### config.mk
export PLATFORM = sky130hd
export DESIGN_NAME = texel_modulate_alpha_blend
export DESIGN_NICKNAME = d
export VERILOG_FILES = /design/src/rtl/tmab_pkg.sv /design/src/rtl/texel_modulate_alpha_blend.sv
export SDC_FILE = /design/constraint.sdc
export NUM_CORES = 2
export LEC_CHECK = 0
export BUFFER_PORTS_ARGS = -buffer_cell sky130_fd_sc_hd__buf_4
export CORE_ASPECT_RATIO = 0.75
export CORE_MARGIN = 3
export CORE_UTILIZATION = 32
export DETAILED_ROUTE_END_ITERATION = 16
export PLACE_DENSITY = 0.56
export SYNTH_ARGS = -nofsm -noshare
export SYNTH_HDL_FRONTEND = slang
export SYNTH_SLANG_ARGS = --single-unit
### constraint.sdc
create_clock -name clk -period 6.6 [get_ports clk]
set_clock_uncertainty 0.2 [all_clocks]
set_input_delay 0.33 -clock clk [delete_from_list [all_inputs] [get_ports clk]]
set_output_delay 0.33 -clock clk [all_outputs]
set_load 0.03 [all_outputs]
### src/rtl/tmab_pkg.sv
// Shared constants and types for the texel modulate / alpha blend pipeline.
// No dependencies; used by texel_modulate_alpha_blend, its checker and the bench.
package tmab_pkg;

  localparam int CHAN_W   = 8;
  localparam int NUM_CHAN = 3;
  localparam int FACTOR_W = 9;
  localparam int DEPTH_W  = 32;
  localparam int TEXEL_W  = 32;
  localparam int RGB_W    = NUM_CHAN * CHAN_W;
  localparam int CFG_IDX_W = 3;

  localparam logic [FACTOR_W-1:0] UNITY_FACTOR = FACTOR_W'(256);
  localparam logic [CHAN_W-1:0]   CHANNEL_MAX  = CHAN_W'(255);

  // Pipeline latency from accepted beat to result strobe.
  localparam int LATENCY = 3;

  typedef enum logic [CFG_IDX_W-1:0] {
    REG_MUL_RED    = 3'd0,
    REG_MUL_GREEN  = 3'd1,
    REG_MUL_BLUE   = 3'd2,
    REG_MUL_ALPHA  = 3'd3,
    REG_DEPTH_TEST = 3'd4
  } cfg_reg_t;

  typedef logic [CHAN_W-1:0] chan_t;
  typedef chan_t [NUM_CHAN-1:0] rgb_t;

  // Stage 1: premultiplied texel, modulated alpha, depth decision.
  typedef struct packed {
    logic                valid;
    logic                reject;
    rgb_t                pre;
    logic [FACTOR_W-1:0] mod_alpha;
    rgb_t                dest;
  } st1_t;

  // Stage 2: modulated source and scaled destination per channel.
  typedef struct packed {
    logic valid;
    logic reject;
    rgb_t src;
    rgb_t dst;
    rgb_t dest;
  } st2_t;

  function automatic logic [FACTOR_W-1:0] clamp_factor(input logic [FACTOR_W-1:0] v);
    return (v > UNITY_FACTOR) ? UNITY_FACTOR : v;
  endfunction

endpackage

### src/rtl/texel_modulate_alpha_blend.sv
// Texel modulate and premultiplied alpha-over blend, three register stages.
// Depends on tmab_pkg for constants, stage types and the register map.

// One fragment is accepted on every clock (busy is always low) and its result
// appears on out_valid from the third stage register, in order. The three stages
// are the premultiply/alpha multipliers, the modulate/destination-scale
// multipliers, and the add with saturation. There is no back-pressure on the
// result side: out_valid is a one-cycle strobe that the receiver must take.
// Configuration writes are always accepted (cfg_ready is high) and take effect
// on the next cycle; write them only while no fragment is in flight.
module texel_modulate_alpha_blend (
  input  logic                               clk,
  input  logic                               rst_n,
  input  logic                               start,
  output logic                               busy,
  input  logic [tmab_pkg::TEXEL_W-1:0]       in_texel_argb,
  input  logic [tmab_pkg::RGB_W-1:0]         in_dest_rgb,
  input  logic signed [tmab_pkg::DEPTH_W-1:0] in_frag_depth,
  input  logic signed [tmab_pkg::DEPTH_W-1:0] in_stored_depth,
  output logic                               out_valid,
  output logic [tmab_pkg::RGB_W-1:0]         out_rgb,
  output logic                               out_written,
  input  logic                               cfg_valid,
  output logic                               cfg_ready,
  input  logic [tmab_pkg::CFG_IDX_W-1:0]     cfg_index,
  input  logic [tmab_pkg::FACTOR_W-1:0]      cfg_data
);

  localparam int CW = tmab_pkg::CHAN_W;
  localparam int FW = tmab_pkg::FACTOR_W;
  localparam int NC = tmab_pkg::NUM_CHAN;
  localparam int PW = CW + FW;  // product width

  // Configuration registers.
  logic [FW-1:0] mul_r [NC];
  logic [FW-1:0] mul_alpha_r;
  logic          depth_en_r;

  assign busy      = 1'b0;
  assign cfg_ready = 1'b1;

  always_ff @(posedge clk) begin
    if (!rst_n) begin
      for (int i = 0; i < NC; i++) mul_r[i] <= tmab_pkg::UNITY_FACTOR;
      mul_alpha_r <= tmab_pkg::UNITY_FACTOR;
      depth_en_r  <= 1'b0;
    end else if (cfg_valid && cfg_ready) begin
      unique case (cfg_index)
        tmab_pkg::REG_MUL_RED:    mul_r[0]    <= tmab_pkg::clamp_factor(cfg_data);
        tmab_pkg::REG_MUL_GREEN:  mul_r[1]    <= tmab_pkg::clamp_factor(cfg_data);
        tmab_pkg::REG_MUL_BLUE:   mul_r[2]    <= tmab_pkg::clamp_factor(cfg_data);
        tmab_pkg::REG_MUL_ALPHA:  mul_alpha_r <= tmab_pkg::clamp_factor(cfg_data);
        tmab_pkg::REG_DEPTH_TEST: depth_en_r  <= cfg_data[0];
        default: ;
      endcase
    end
  end

  // Stage 1: widen alpha, premultiply the channels, modulate alpha, depth test.
  tmab_pkg::st1_t st1_r, st1_nxt;
  logic [CW-1:0] a_in;
  logic [FW-1:0] alpha_w;
  logic [PW-1:0] pre_prod [NC];
  logic [2*FW-1:0] alpha_prod;

  always_comb begin
    a_in    = in_texel_argb[tmab_pkg::TEXEL_W-1 -: CW];
    alpha_w = FW'(a_in) + FW'(a_in[CW-1]);
    st1_nxt.valid  = start && !busy;
    st1_nxt.reject = depth_en_r && (in_frag_depth < in_stored_depth);
    st1_nxt.dest   = in_dest_rgb;
    for (int i = 0; i < NC; i++) begin
      pre_prod[i]    = PW'(in_texel_argb[i*CW +: CW]) * PW'(alpha_w);
      st1_nxt.pre[i] = pre_prod[i][CW +: CW];
    end
    alpha_prod        = (2*FW)'(alpha_w) * (2*FW)'(mul_alpha_r);
    st1_nxt.mod_alpha = alpha_prod[CW +: FW];
  end

  // Stage 2: apply the channel factors and scale the destination.
  tmab_pkg::st2_t st2_r, st2_nxt;
  logic [FW-1:0] inv_alpha;
  logic [PW-1:0] src_prod [NC];
  logic [PW-1:0] dst_prod [NC];

  always_comb begin
    inv_alpha      = tmab_pkg::UNITY_FACTOR - st1_r.mod_alpha;
    st2_nxt.valid  = st1_r.valid;
    st2_nxt.reject = st1_r.reject;
    st2_nxt.dest   = st1_r.dest;
    for (int i = 0; i < NC; i++) begin
      src_prod[i]    = PW'(st1_r.pre[i]) * PW'(mul_r[i]);
      dst_prod[i]    = PW'(st1_r.dest[i]) * PW'(inv_alpha);
      st2_nxt.src[i] = src_prod[i][CW +: CW];
      st2_nxt.dst[i] = dst_prod[i][CW +: CW];
    end
  end

  // Stage 3: add, saturate, or pass the destination through on reject.
  logic                          out_valid_r, out_valid_nxt;
  logic [tmab_pkg::RGB_W-1:0]    out_rgb_r, out_rgb_nxt;
  logic                          out_written_r, out_written_nxt;
  logic [CW:0]                   sum [NC];

  always_comb begin
    out_valid_nxt   = st2_r.valid;
    out_written_nxt = !st2_r.reject;
    for (int i = 0; i < NC; i++) begin
      sum[i] = (CW+1)'(st2_r.src[i]) + (CW+1)'(st2_r.dst[i]);
      if (st2_r.reject) begin
        out_rgb_nxt[i*CW +: CW] = st2_r.dest[i];
      end else if (sum[i][CW]) begin
        out_rgb_nxt[i*CW +: CW] = tmab_pkg::CHANNEL_MAX;
      end else begin
        out_rgb_nxt[i*CW +: CW] = sum[i][CW-1:0];
      end
    end
  end

  // Payload moves unconditionally; only valid bits need reset.
  always_ff @(posedge clk) begin
    if (!rst_n) begin
      st1_r.valid <= 1'b0;
      st2_r.valid <= 1'b0;
      out_valid_r <= 1'b0;
    end else begin
      st1_r.valid <= st1_nxt.valid;
      st2_r.valid <= st2_nxt.valid;
      out_valid_r <= out_valid_nxt;
    end
    st1_r.reject    <= st1_nxt.reject;
    st1_r.pre       <= st1_nxt.pre;
    st1_r.mod_alpha <= st1_nxt.mod_alpha;
    st1_r.dest      <= st1_nxt.dest;
    st2_r.reject    <= st2_nxt.reject;
    st2_r.src       <= st2_nxt.src;
    st2_r.dst       <= st2_nxt.dst;
    st2_r.dest      <= st2_nxt.dest;
    out_rgb_r       <= out_rgb_nxt;
    out_written_r   <= out_written_nxt;
  end

  assign out_valid   = out_valid_r;
  assign out_rgb     = out_rgb_r;
  assign out_written = out_written_r;

endmodule

==> flow_summary.toml <==
[logic_synthesis]
ys_warn_count = 0
ys_ff_latch = 196
synthFlopType = "dfxtp_1"
synthCells = 2926
syn-num-nets = 3851
synth_edf_count = 27
synth_cell_types = 70
synth-seq-area-share = 0.1526
syn_area_per_cell_um2 = 9.393
async_flop_share = 0
syn-cell-area_um2 = 27480

[setup_path]
crit_path_max_incr_delay_ps = 540
cp.required_ps = 6760
path_cells = "buf_4 > ha_1 > ha_1 > nand3_1 > nor2_1 > xor2_2 > buf_4 > nand2_1 > fa_1 > inv_1 > fa_1 > inv_1 > fa_1 > inv_1 > fa_1 > ha_1 > o21ai_0 > a21oi_1 > nand3_1 > o22ai_1 > o22a_1 > a21oi_1 > xnor2_1"
crit_family = "adder cells"
critPathLaunchType = "input pin"
crit_type = "input pin to flip-flop"
reg2reg_from = "st1_r[28]"
worstSetupPathDepth = 23
critPathLaunch = "in_texel_argb[31]"
cpMostUsedCell = "fa_1"
path_buf_inv = 5
reg2reg_to = "st2_r[30]"
critPathArrivalTime_ps = 5750
r2r_slack_ps = 1040
slowest_stage = "fa_1"
ff2ff_path_depth = 19
end_kind = "flip-flop"
path_max_fanout = 25
crit_end = "st1_r[32]"

[power_and_ir_drop]
power_w = 0.01450
leakagePower_nw = 15.74
combPwrFrac = 0.784
switching_share = 0.4902
irDropWorstVdd_mv = 0.3322
power.density_nw_per_um2 = 468.4
seqPwrFrac = 0.143
p_int_w = 0.007391
pwr-share-clk = 0.073
switchingPower_w = 0.007108

[floorplan]
initial_utilization = 0.3248
die_w_um = 344.4
io_pins = 164
coreArea_um2 = 84610
die-area_um2 = 89480
die_h_um = 259.8
fp-row-count = 92

[min_path]
min_path_type = "input pin to flip-flop"

[global_routing]
grt_pass1_vias = 19890
grt_pass1_wl_um = 104300
grt_max_degree = 34
grt_use_total = 0.1441
antenna_found_initial = 1
globalRouteOverflowTotal = 0

[timing]
relSlewSlack = 0.1917
fin_ws_ps = 1005
hold_slack_ps = 84.01
setup_violations = 0
hold_viol = 0
fmax_mhz = 178.7
slew_viol_final = 0
period_share = 0.8477
worst_pin_slew_ps = 1210
period_minus_slack_ps = 5595
rsz0062_at_grt = "false"
fin_tns_setup_ps = 0

[clock_tree]
clock_tree.root_cell = "clkbuf_16"
clk_pin_slew_ps = 90
numCtsBuffers = 17
clockBufferDepth = 2
h-tree-depth = 4
cts_tree = "built"
cts.sinks = 196
clk_latency_ps = 470

[routing]
drt_first_pass_iters = 4
via_per_inst = 4.485
routedWlPerCell_um = 14.60
first_iter_violations = 774
via_count = 18930
post-route-drc-count = 0
drt_wl_total_um = 61620
antenna_left = 0

[place]
port_buffers = 161
dp_cells = 4156
place_hpwl_um = 50680
gp_congestion = 0.7886
dp_slack_ps = 535.7

[cells_and_area]
stdcell_count = 4220
area_delta_synth_final_pct = 12.64
fill_cells = 8574
final_nets = 4002
layout-drive-gt1-share = 0.08544

[flow_run]
maxCapViolCount = 0

[run_status]
status = "completed"
[worst min path at each step]
stage / start / to / slack, ps / cells past startpoint
final: cfg_data[6] / mul_alpha_r[6] / 80 / 4
after global routing: cfg_data[5] / mul_alpha_r[5] / 80 / 4
after CTS: cfg_data[1] / mul_alpha_r[1] / 50 / 4
after detailed placement: st1_r[57] / st2_r[72] / 170 / 0
after global placement: st1_r[57] / st2_r[72] / 160 / 0
after floorplan: st1_r[57] / st2_r[72] / 110 / 0
[worst register-to-register path, delay by kind of cell (launching register included)]
family,cells,cell delay [ps]
AND/OR/NAND/NOR,5,600
AO/OA/AOI/OAI,4,810
adder cells (fa/ha/maj),5,2220
XOR/XNOR,2,810
flip-flops,1,440
buffers and inverters,3,410
[area by class of cell]
class	count	area (um2)	area share
multi-input cells	2083	20950	0.6767
flip-flops and latches	196	4194	0.1355
inverters	561	2106	0.06802
repair buffers	218	1712	0.05529
well taps	1128	1411	0.04559
clock buffers	17	425.4	0.01374
clock inverters	15	155.1	0.005012
diodes	2	5.005	0.0001617
[repair_timing]
action | CTS | global route
setup buffers | 0 | 0
endpoints found under the hold margin | 37 | 0
resized for setup | 0 | 0
hold buffers | 30 | 0
[power by group through the flow]
stage                     registers, W  clock network, W  logic [W]
after floorplan                0.00204                 0    0.00880
after global placement         0.00212                 0     0.0114
after detailed placement       0.00211                 0     0.0115
after CTS                      0.00209           0.00109     0.0117
after global routing           0.00213           0.00114     0.0134
final                          0.00208           0.00105     0.0114
[sequential cells by signal, indices dropped and copies added, names as in the netlist]
register       cells
out_valid          1
st1_r             59
mul_alpha_r        9
st2_r             73
out_rgb           24
depth_en_r         1
mul_r             27
out_valid_nxt      1
out_written        1
[stage by stage]
step / instance area, um2 / utilization
final: 30960 / 0.3659
after global routing: 30950 / 0.3658
after CTS: 30950 / 0.3658
after detailed placement: 30070 / 0.3554
after global placement: 30070 / 0.3554
after floorplan: 27480 / -
[cell usage after synthesis (22+ instances only)]
cell type	n	area share
inv_1	560	0.076
xor2_1	31	0.0099
clkbuf_1	74	0.010
a21oi_1	44	0.0080
nand2_1	281	0.038
xnor2_1	100	0.032
a21o_1	39	0.011
nor3_1	22	0.0040
dfxtp_1	169	0.12
edfxtp_1	27	0.030
fa_1	411	0.30
nor2_1	58	0.0079
and2_1	454	0.10
nand3_1	22	0.0040
ha_1	378	0.17
[layout by cell type, fill, tap and decap left out, types with 5 or more instances in the layout]
cell           count
a2bb2oi_1         21
a211oi_1           6
inv_1            560
nand2_1          281
nand4b_1          10
xor2_2             6
o41ai_2            6
dlygate4sd3_1     30
ha_1             378
a41oi_2            5
o21ai_1           12
dfxtp_1          169
nand3_1           22
inv_6              5
a21o_1            39
and2_1           454
xor2_1            25
clkbuf_16         17
a31oi_1           10
nor3b_1           12
a2111oi_0          6
xnor2_2            7
o21a_1            19
buf_4            188
nand4_1           16
o21ai_0           21
nor3_1            22
nor2b_1           21
nand2b_1          13
o21bai_1           7
fa_1             411
edfxtp_1          27
xnor2_1           94
a21oi_1           44
nor2_1            58
[cell families (layout without fill, tap and decap cells)]
family | count (synthesis) | after routing | share of synthesized area
simple gates | 936 | 936 | 0.1833
other cells | 2 | 4 | 0.0002733
buf+inv | 647 | 811 | 0.08923
mux | 4 | 4 | 0.001457
flops | 196 | 196 | 0.1526
fa+ha+maj | 789 | 789 | 0.4715
compound gates | 220 | 220 | 0.05937
xor+xnor | 132 | 132 | 0.04234
[layer usage]
layer	part of all wire	up-vias	wire, um	track usage
met5	0	-	0	0
met3	0.032	25	1974	0.01987
met2	0.44	191	26990	0.2242
met4	0.0056	0	348	0.01895
li1	-	9344	-	-
met1	0.52	9367	32310	0.2165
(Power assumes the default switching activity.)
